<file path="config.mk">
export PLATFORM = sky130hd
export DESIGN_NAME = gcbr_pow_cell
export DESIGN_NICKNAME = d
export VERILOG_FILES = /design/src/hdl/gcbr_pkg.sv /design/src/hdl/gcbr_pow_cell.sv
export SDC_FILE = /design/constraint.sdc
export NUM_CORES = 1
export LEC_CHECK = 0
export BUFFER_PORTS_ARGS = -buffer_cell sky130_fd_sc_hd__buf_2
export CORE_ASPECT_RATIO = 0.75
export CORE_MARGIN = 8
export CORE_UTILIZATION = 46
export DETAILED_ROUTE_END_ITERATION = 7
export SLEW_MARGIN = 5
export SYNTH_ARGS = -nofsm -noshare
export SYNTH_HDL_FRONTEND = slang
export SYNTH_SLANG_ARGS = --single-unit
</file>
<file path="constraint.sdc">
create_clock -name clk_i -period 1 [get_ports clk_i]
set_input_delay 0.2 -clock clk_i [delete_from_list [all_inputs] [get_ports clk_i]]
set_output_delay 0.2 -clock clk_i [all_outputs]
set_load 0.02 [all_outputs]
</file>
<file path="src/hdl/gcbr_pkg.sv">
// Shared types, constants and constant functions of the gamma/contrast/brightness ramp.
`default_nettype none
package gcbr_pkg;

  localparam int RAMP_ENTRIES_DEF = 256;

  localparam int IDX_W   = 8;
  localparam int VAL_W   = 16;
  localparam int SET_W   = 16;
  localparam int NSPAN_W = 10;   // last entry index, up to 1023
  localparam int DIFF_W  = 12;   // 2*i minus the last entry index, signed
  localparam int KN_W    = 19;
  localparam int DEN_W   = 30;
  localparam int NUM_W   = 32;
  localparam int QUO_W   = 32;
  localparam int X_W     = 33;   // Q0.32 plus the value one
  localparam int P_W     = 6;
  localparam int M_W     = 32;
  localparam int FRAC_W  = 26;
  localparam int E_W     = 32;   // exponent, Q2.30
  localparam int L_W     = 32;   // -log2, Q6.26
  localparam int T_W     = 40;
  localparam int F_W     = 32;
  localparam int Y_W     = 33;
  localparam int OFF_W   = 35;

  localparam int DIV_STEPS = 32;
  localparam int LOG_STEPS = 26;
  localparam int POW_STEPS = 32;

  localparam logic [SET_W-1:0] SET_LO  = 16'd6554;
  localparam logic [SET_W-1:0] SET_HI  = 16'd58982;
  localparam logic [SET_W-1:0] SET_RST = 16'd32768;

  typedef enum logic [1:0] {
    REG_GAMMA      = 2'd0,
    REG_CONTRAST   = 2'd1,
    REG_BRIGHTNESS = 2'd2
  } cfg_reg_e;

  typedef struct packed {
    logic                    busy;
    logic [KN_W-1:0]         kn;
    logic [DEN_W-1:0]        kdn;
    logic [DEN_W-1:0]        den;
    logic [E_W-1:0]          expo;
    logic signed [OFF_W-1:0] off;
  } cfg_t;

  typedef struct packed {
    logic             vld;
    logic [IDX_W-1:0] idx;
    logic             lo;
    logic             hi;
    logic [DEN_W-1:0] rem;
    logic [QUO_W-1:0] quo;
  } div_t;

  typedef struct packed {
    logic              vld;
    logic [IDX_W-1:0]  idx;
    logic              zero;
    logic [P_W-1:0]    p;
    logic [M_W-1:0]    m;
    logic [FRAC_W-1:0] frac;
  } log_t;

  typedef struct packed {
    logic             vld;
    logic [IDX_W-1:0] idx;
    logic             zero;
    logic [P_W-1:0]   sh;
    logic [F_W-1:0]   f;
    logic [Y_W-1:0]   y;
  } pow_t;

  function automatic logic [SET_W-1:0] clamp_set(input logic [SET_W-1:0] s);
    logic [SET_W-1:0] r;
    r = s;
    if (s < SET_LO) r = SET_LO;
    if (s > SET_HI) r = SET_HI;
    return r;
  endfunction

  function automatic logic [63:0] isqrt64(input logic [63:0] v);
    logic [63:0] vv;
    logic [63:0] res;
    logic [63:0] b;
    vv  = v;
    res = '0;
    b   = 64'h4000_0000_0000_0000;
    for (int s = 0; s < 32; s++) begin
      if (vv >= res + b) begin
        vv  = vv - (res + b);
        res = (res >> 1) + b;
      end else begin
        res = res >> 1;
      end
      b = b >> 2;
    end
    return res;
  endfunction

  // 2^(-2^-j) in Q0.32, each rung the square root of the one before
  function automatic logic [31:0] ladder_r(input int j);
    logic [63:0] r;
    r = isqrt64(64'h8000_0000_0000_0000);
    for (int k = 1; k < j; k++) begin
      r = isqrt64(r << 32);
    end
    return r[31:0];
  endfunction

endpackage
`default_nettype wire

</file>
<file path="src/hdl/gcbr_pow_cell.sv">
// One rung of the 2^-f ladder: multiplies by 2^(-2^-J) when the bit of weight 2^-J in f is set.
`default_nettype none
module gcbr_pow_cell
  import gcbr_pkg::*;
#(
  parameter int J = 1
) (
  input  wire logic clk_i,
  input  wire logic rst_ni,
  input  wire logic en_i,
  input  pow_t      d_i,
  output pow_t      d_o
);

  localparam logic [31:0] RUNG = ladder_r(J);

  logic        vld_q;
  pow_t        dat_q;
  pow_t        nxt;
  logic [64:0] prod;

  always_comb begin
    prod = {32'b0, d_i.y} * {33'b0, RUNG};
    nxt  = d_i;
    if (d_i.f[F_W-J]) nxt.y = prod[64:32];
  end

  always_ff @(posedge clk_i or negedge rst_ni) begin
    if (!rst_ni) vld_q <= 1'b0;
    else if (en_i) vld_q <= d_i.vld;
  end

  always_ff @(posedge clk_i) begin
    if (en_i) dat_q <= nxt;
  end

  always_comb begin
    d_o     = dat_q;
    d_o.vld = vld_q;
  end

endmodule
`default_nettype wire
</file>
After elaboration in Yosys (flattened, before gate mapping) --
Index checks and enable logic that the tools add are counted.
Operators by class: $mul 1, multiplexer cells 1
Operator list (count):
- $mul 33x32->65 const B | 1
- $mux 33 | 1
Storage, ports and cells: register bits after elaboration 81, input bits 84, output and inout port bits 81, logic and storage cells 8

Logic depth before layout (Yosys ltp) --
Gate-level depths: netlist of run 1.
depth in word-level cells 2, gate-level depth with buffers 25, depth with buffers taken out 24

Worst setup path before layout of run 1 --
Ideal clock, no wire load.
path type input to register, from in d_i[22] (netlist bit), to reg dat_q (netlist bit d_o[26]), data pin, library setup time 0.273 ns, arrival 6.252 ns, data required time 0.727 ns, setup slack -5.525 ns, stages 23, path buffers 0, cell sequence ha_1 > fa_1 > inv_1 > fa_1 > inv_1 > fa_1 > inv_1 > fa_1 > inv_1 > fa_1 > fa_1 > inv_1 > fa_1 > inv_1 > ha_1 > a21o_1 > a2111oi_1 > nor3_1 > a211o_1 > a31o_2 > o31a_1 > a21oi_2 > o311ai_1
RTL lines:
- start: declaration | line gcbr_pow_cell.sv:11 | input pow_t d_i,
- end signal: assignment | line gcbr_pow_cell.sv:34 | if (en_i) dat_q <= nxt;
- end: declaration | line gcbr_pow_cell.sv:18 | pow_t dat_q;

==> results of run 1 <==
stage by stage:
step | utilization (%) | cells
after floorplan | - | 1939
after global placement | 58.3 | 3066
after global routing | 63.8 | 3119
after CTS | 62.1 | 3106
after detailed placement | 58.3 | 3066
final | 63.8 | 3119
layout make-up:
cell class	instances	area (sq um)	share of cell area (%)
well taps	586	733	2.57
inverters	543	2040	7.15
flip-flops and latches	81	2430	8.51
repair buffers	595	4930	17.3
clock inverters	7	100	0.351
multi-input cells	1298	18100	63.3
clock buffers	9	225	0.790
Yosys cell counts, drive strengths merged, types with 11 or more instances:
library cell	number
inv	543
ha	445
fa	380
edfxtp	80
a21oi	58
nand2	51
a21o	47
nor2	43
xor2	38
o21ai	28
nand4	18
xnor2	18
and2	17
nand3	12
and3	11
cell families (layout without fill, tap and decap cells):
logic type / count (synthesis) / in the layout / synth area share (%)
mux: 17 / 17 / 0.894
simple gates: 186 / 186 / 4.52
fa+ha+maj: 825 / 825 / 63.2
flops: 81 / 81 / 11.6
xor+xnor: 56 / 56 / 2.35
buf+inv: 560 / 1154 / 10.2
compound gates: 214 / 214 / 7.25
registers in the layout, indices dropped and copies added (netlist names):
name / cells
d_o: 80
vld_q: 1
final timing paths:
path,cells past startpoint,start,end
max,24,d_i[8],d_o[24]
min,1,d_i[46],d_o[46]
max reg2reg,3,vld_q,vld_q
min reg2reg,3,vld_q,vld_q
max in group asynchronous,2,rst_ni,vld_q
min in group asynchronous,2,rst_ni,vld_q
what timing repair did:
| action | in CTS | in global routing |
|---|---|---|
| cloned | 0 | 0 |
| pin swaps | 127 | 78 |
| endpoints found under the hold margin | 1 | 0 |
| setup buffers | 28 | 14 |
| endpoints found under the setup margin | 114 | 114 |
| hold buffers | 1 | 0 |
| gates resized for setup | 263 | 163 |
per-layer routing:
layer  global-route usage (%)  part of all wire (%)  up-vias
met2                     37.1                    43      390
met3                     4.09                   5.5       70
met5                        0                     0        -
met1                     37.6                    49     7830
li1                         -                     -     7397
met4                     6.48                   2.6        0
==> results.json, run 1 <==
{
  "fin_worst_skew_ns": 0,
  "startpoint_type": "primary input",
  "hold_violations": 0,
  "die_h_um": 200,
  "drt_iter0_drc": 773,
  "grt_first_pass_wirelength_um": 100000,
  "clk_path_buf_depth": 2,
  "antenna_found_initial": 0,
  "yosys_register_bits": 81,
  "cts_tree": "built",
  "totalWireLength_um": 64700,
  "drc": 0,
  "grt_max_degree": 23,
  "cp_slowest_stage_delay_ns": 0.53,
  "start_util_pct": 46.7,
  "pre_cts_ws_ns": -5.97,
  "cts_root_buf": "clkbuf_16",
  "cts.sinks": 81,
  "fmax_mhz": 156,
  "drtPass1Iterations": 4,
  "yosysSeqAreaShare_pct": 11.6,
  "period_share_pct": 641,
  "io_buffers": 164,
  "synthArstFlopShare_pct": 1.23,
  "final_cell_area_sq_um": 28500,
  "yosys-top-cells-area": "fa_1 36%, ha_1 27%, edfxtp_1 12%",
  "cp_data_arrival_time_ns": 6.50,
  "dp_hpwl_um": 58500,
  "worstPathMaxFanout": 4,
  "worst_slew_pin_slew_ns": 0.457,
  "r2r_setup_slack_ns": 0,
  "die_area_sq_um": 52500,
  "vias_per_cell": 5.03,
  "yosysTopAreaCellShare_pct": 36.5,
  "routedWlPerCell_um": 20.7,
  "crit_buf_inv": 4,
  "status": "finished, violations left",
  "gp_congestion": 0.933,
  "nets": 3437,
  "drv_slew": 0,
  "drv_cap": 0,
  "whs_ns": 0.0274,
  "worst_slack_ns": -5.41,
  "synthCells": 1939,
  "setup_violations": 115,
  "coreArea_sq_um": 44700,
  "cp.required_ns": 1.09,
  "syn_area_sq_um": 20900,
  "area_growth_pct": 36.7,
  "layout_common_cells": "519 x inv_1, 403 x buf_4, 362 x ha_1",
  "diodes": 0,
  "slew_headroom_pct": 69.6,
  "syn_nets": 2848,
  "grt.total_usage_pct": 25.0,
  "rows": 67,
  "grt_pass1_vias": 17200,
  "cpLargestDelayFamily": "adder cells",
  "rsz0062_at_grt": "true",
  "min-delay-path-class": "primary input to flop",
  "yosysWarnings": 0,
  "critical_path.cell_chain": "buf_12 > buf_12 > ha_4 > ha_4 > nand2_2 > nand2_2 > fa_1 > inv_1 > fa_1 > inv_2 > fa_1 > fa_2 > fa_1 > fa_1 > ha_4 > and3_4 > nand3_4 > a2111oi_4 > o311a_1 > and4bb_4 > o31ai_4 > a311oi_4 > xnor2_1 > mux2_4",
  "cts_buffers": 9,
  "final_layout_size_suffix_gt1_share_pct": 34.3,
  "placed_cell_area_sq_um": 26100,
  "clk_pin_slew_ns": 0.06,
  "vias": 15700,
  "end_kind": "flop",
  "crit_type": "primary input to flop",
  "cts_max_level": 3,
  "io_pins": 165,
  "synth_area_leader_cell": "fa_1",
  "ant_nets": 0,
  "layout_commonest_cell": "inv_1",
  "min_period_ns": 6.41,
  "synthDistinctLibCells": 71,
  "synth_edf_count": 80,
  "violations": "setup timing",
  "die_w_um": 262,
  "clk-insertion-delay-late_ns": 0.34,
  "cp_slowest_cell": "fa_1",
  "synth.avg_cell_area_sq_um": 10.8,
  "fin_tns_setup_ns": -178.14,
  "synth_ff_type": "edfxtp_1",
  "final.fill_count": 3589,
  "cp_common_cell": "fa_1",
  "overflow": 0
}
Power of run 1 is left out: the tool's default activity adds up to more than one toggle a clock period on the data nets, which glitch-free logic cannot reach.
==> run 2, diff against run 1 <==
CTS_BUF_LIST = sky130_fd_sc_hd__clkbuf_4   (was not set)
==> results.json, run 2 (synthesized netlist as in run 1, its figures left out) <==
{
  "layout_commonest_cell": "inv_1",
  "cts_buffers": 9,
  "grt_max_degree": 23,
  "worstPathMaxFanout": 6,
  "cts_tree": "built",
  "drc": 0,
  "min-delay-path-class": "primary input to async pin",
  "grt_pass1_vias": 17500,
  "pre_cts_ws_ns": -5.97,
  "layout_common_cells": "517 x inv_1, 390 x buf_4, 360 x ha_1",
  "hold_violations": 0,
  "cp_slowest_stage_delay_ns": 0.52,
  "violations": "setup timing",
  "crit_type": "primary input to flop",
  "start_util_pct": 46.7,
  "overflow": 0,
  "worst_slack_ns": -5.21,
  "grt.total_usage_pct": 25.6,
  "die_area_sq_um": 52500,
  "cts_max_level": 3,
  "worst_slew_pin_slew_ns": 0.524,
  "final.fill_count": 3534,
  "reg2reg_depth": 3,
  "period_share_pct": 621,
  "startpoint_type": "primary input",
  "slew_headroom_pct": 65.1,
  "r2r_setup_slack_ns": -0.03,
  "rows": 67,
  "cp.required_ns": 1.23,
  "end_kind": "flop",
  "cts.sinks": 81,
  "vias": 15900,
  "fmax_mhz": 161,
  "gp_congestion": 0.933,
  "drt_iter0_drc": 903,
  "totalWireLength_um": 66400,
  "dp_hpwl_um": 58500,
  "die_h_um": 200,
  "reg2reg_to": "vld_q",
  "io_buffers": 164,
  "grt_first_pass_wirelength_um": 102000,
  "fin_tns_setup_ns": -184.42,
  "rsz0062_at_grt": "true",
  "coreArea_sq_um": 44700,
  "io_pins": 165,
  "cp_data_arrival_time_ns": 6.44,
  "status": "finished, violations left",
  "clk_pin_slew_ns": 0.13,
  "die_w_um": 262,
  "clk-insertion-delay-late_ns": 0.45,
  "placed_cell_area_sq_um": 26100,
  "vias_per_cell": 5.04,
  "crit_buf_inv": 6,
  "min_period_ns": 6.21,
  "final_cell_area_sq_um": 28800,
  "cpLargestDelayFamily": "adder cells",
  "area_growth_pct": 38.2,
  "largest_reg_flops": 80,
  "cts_root_buf": "clkbuf_4",
  "drv_cap": 0,
  "r2r-start": "vld_q",
  "antenna_found_initial": 2,
  "clk_path_buf_depth": 2,
  "setup_violations": 115,
  "fin_util_pct": 64.5,
  "cp_common_cell": "fa_1",
  "drtPass1Iterations": 5,
  "critical_path.cell_chain": "buf_12 > buf_12 > ha_4 > fa_2 > fa_1 > inv_1 > fa_1 > inv_1 > fa_1 > inv_2 > fa_1 > inv_1 > fa_1 > fa_1 > ha_4 > nand4_1 > a2111oi_4 > o311a_1 > and4bb_4 > o31ai_4 > a311oi_4 > xnor2_1 > mux2_4",
  "routedWlPerCell_um": 21.0,
  "cp_slowest_cell": "fa_1",
  "drv_slew": 0,
  "nets": 3474,
  "final_layout_size_suffix_gt1_share_pct": 33.5,
  "fin_worst_skew_ns": 0,
  "ant_nets": 0
}
-- run 2: changes by cell type in the layout (fill, tap and decap cells not counted), sizes merged --
cell and delta:
clkbuf +2, dlygate4sd3 +47, diode +3, buf -12
-- run 2: final cells by class --
cell class / count / area, sq um / area share [%]
multi-input cells: 1298 / 18100 / 62.8
repair buffers: 632 / 5340 / 18.5
flip-flops and latches: 81 / 2430 / 8.42
inverters: 543 / 2040 / 7.08
well taps: 586 / 733 / 2.54
clock inverters: 7 / 100 / 0.347
clock buffers: 9 / 67.6 / 0.234
diodes: 3 / 7.51 / 0.0260
-- run 2: worst max-delay path by stage --
stage,from,end,slack [ns],cells past startpoint
after floorplan,d_i[25],d_o[24],-5.28,24
after CTS,d_i[8],d_o[24],-5.28,24
after global placement,d_i[6],d_o[24],-6.02,23
after global routing,d_i[23],d_o[24],-5.32,26
final,d_i[5],d_o[24],-5.21,23
after detailed placement,d_i[27],d_o[21],-5.97,23
-- run 2: metal layers --
layer	GRT usage (%)	share of wire [%]
met5	0	0
met4	6.82	2.8
met3	4.42	5.9
met2	38.6	44
met1	37.6	47
-- run 2: what timing repair did --
item / in CTS / in global routing
gates resized for setup: 228 / 212
hold buffers: 48 / 0
endpoints found under the hold margin: 48 / 0
pin swaps: 113 / 116
endpoints found under the setup margin: 114 / 114
gates cloned: 0 / 0
buffers inserted: 18 / 15
-- run 2: worst reg2reg max path: stages, from the launching register on --
cell     delay (ns)
dfrtp_1        0.41
buf_4          0.14
buf_4          0.12
mux2_2         0.25
-- run 2: metrics by stage --
stage	std cells	hold WS (ns)
final	3159	0.0488
after detailed placement	3066	-0.0244
after global placement	3066	-0.0245
after global routing	3158	0.0183
after CTS	3143	0.0223
after floorplan	1939	-0.0956
Power of run 2 is left out for the same reason.
==> run 3, diff against run 2 <==
MAX_ROUTING_LAYER = met4   (was not set)
==> results.json, run 3 (synthesized netlist as in run 1, its figures left out) <==
{
  "layout_commonest_cell": "inv_1",
  "overflow": 0,
  "fin_util_pct": 64.2,
  "final_cell_area_sq_um": 28700,
  "whs_ns": 0.0334,
  "reg2reg_depth": 1,
  "fin_worst_skew_ns": 0,
  "grt_pass1_vias": 17600,
  "worst_slew_pin_slew_ns": 0.434,
  "clk_pin_slew_ns": 0.15,
  "r2r-start": "vld_q",
  "drv_slew": 0,
  "cts_buffers": 9,
  "totalWireLength_um": 67000,
  "io_pins": 165,
  "drc": 0,
  "min_period_ns": 6.22,
  "gp_congestion": 0.960,
  "drtPass1Iterations": 4,
  "fmax_mhz": 161,
  "cts_max_level": 3,
  "crit_type": "primary input to flop",
  "start_util_pct": 46.7,
  "ant_nets": 0,
  "largest_reg_flops": 80,
  "cp_slowest_stage_delay_ns": 0.55,
  "cts_tree": "built",
  "drt_iter0_drc": 823,
  "worstPathMaxFanout": 4,
  "vias": 15800,
  "final_layout_size_suffix_gt1_share_pct": 32.7,
  "cp.required_ns": 1.23,
  "worst_slack_ns": -5.22,
  "hold_violations": 0,
  "min-delay-path-class": "primary input to async pin",
  "die_area_sq_um": 52500,
  "r2r_setup_slack_ns": 0.23,
  "dp_hpwl_um": 59000,
  "vias_per_cell": 5.02,
  "clk_path_buf_depth": 2,
  "slew_headroom_pct": 71.0,
  "die_h_um": 200,
  "status": "finished, violations left",
  "critical_path.cell_chain": "clkbuf_4 > ha_4 > inv_1 > fa_1 > fa_1 > inv_1 > fa_1 > inv_1 > fa_1 > fa_1 > inv_1 > fa_1 > ha_2 > ha_1 > nand4_1 > nor2_1 > a22oi_2 > a221oi_2 > and2b_4 > buf_12 > o31ai_4 > a311oi_4 > xnor2_1 > mux2_4",
  "layout_common_cells": "519 x inv_1, 380 x buf_4, 370 x ha_1",
  "cp_slowest_cell": "fa_1",
  "antenna_found_initial": 4,
  "setup_violations": 114,
  "grt.total_usage_pct": 26.7,
  "violations": "setup timing",
  "coreArea_sq_um": 44700,
  "end_kind": "flop",
  "period_share_pct": 622,
  "grt_first_pass_wirelength_um": 104000,
  "rsz0062_at_grt": "true",
  "grt_max_degree": 34,
  "startpoint_type": "primary input",
  "cts.sinks": 81,
  "cts_root_buf": "clkbuf_4",
  "io_buffers": 164,
  "die_w_um": 262,
  "nets": 3469,
  "cp_data_arrival_time_ns": 6.45,
  "cp_common_cell": "fa_1",
  "area_growth_pct": 37.5,
  "reg2reg_to": "vld_q",
  "routedWlPerCell_um": 21.2,
  "placed_cell_area_sq_um": 26000,
  "clk-insertion-delay-late_ns": 0.45,
  "drv_cap": 0,
  "rows": 67
}
-- run 3: metal layers --
layer | wire length (um) | global-route usage (%) | vias to the layer above
li1 | - | - | 7467
met1 | 32000 | 37.8 | 7889
met2 | 29800 | 39.7 | 389
met3 | 3650 | 4.85 | 78
met4 | 1560 | 6.11 | 0
met5 | 0 | - | -
-- run 3: how the worst max path moves through the flow --
stage | from | to | slack (ns) | cells after the start
after floorplan | d_i[25] | d_o[24] | -5.28 | 24
after global placement | d_i[13] | d_o[24] | -5.94 | 23
after detailed placement | d_i[22] | d_o[24] | -5.93 | 24
after CTS | d_i[5] | d_o[24] | -5.20 | 23
after global routing | d_i[21] | d_o[30] | -5.37 | 27
final | d_i[28] | d_o[24] | -5.22 | 24
-- run 3: critical path, delay by kind of cell --
kind | cells | cell delay, ns
multiplexers | 1 | 0.25
adder cells (fa/ha/maj) | 9 | 3.94
XOR/XNOR | 1 | 0.15
buffers and inverters | 6 | 0.49
AO/OA/AOI/OAI | 4 | 0.75
AND/OR/NAND/NOR | 3 | 0.63
-- run 3: timing repair --
action / CTS / global route
endpoints found under the hold margin: 48 / 0
resized for setup: 290 / 142
setup buffers: 25 / 11
hold buffers: 48 / 0
endpoints found under the setup margin: 114 / 114
pin swaps: 115 / 88
-- run 3: cell type report --
| type | count | area (sq um) |
|---|---|---|
| clock inverter | 7 | 106 |
| inverter | 543 | 2040 |
| antenna | 2 | 5.00 |
| multi-input combinational | 1298 | 18000 |
| tap | 586 | 733 |
| fill | 3519 | 16000 |
| timing repair buffer | 627 | 5330 |
| clock buffer | 9 | 67.6 |
| sequential | 81 | 2430 |
-- run 3: metrics by stage --
stage	TNS [ns]	worst slack, ns	cells
after floorplan	-162.76	-5.28	1939
after global placement	-189.51	-5.94	3060
after detailed placement	-189.97	-5.93	3060
after CTS	-186.65	-5.20	3144
after global routing	-194.47	-5.37	3153
final	-185.42	-5.22	3153
Power of run 3 is left out for the same reason.
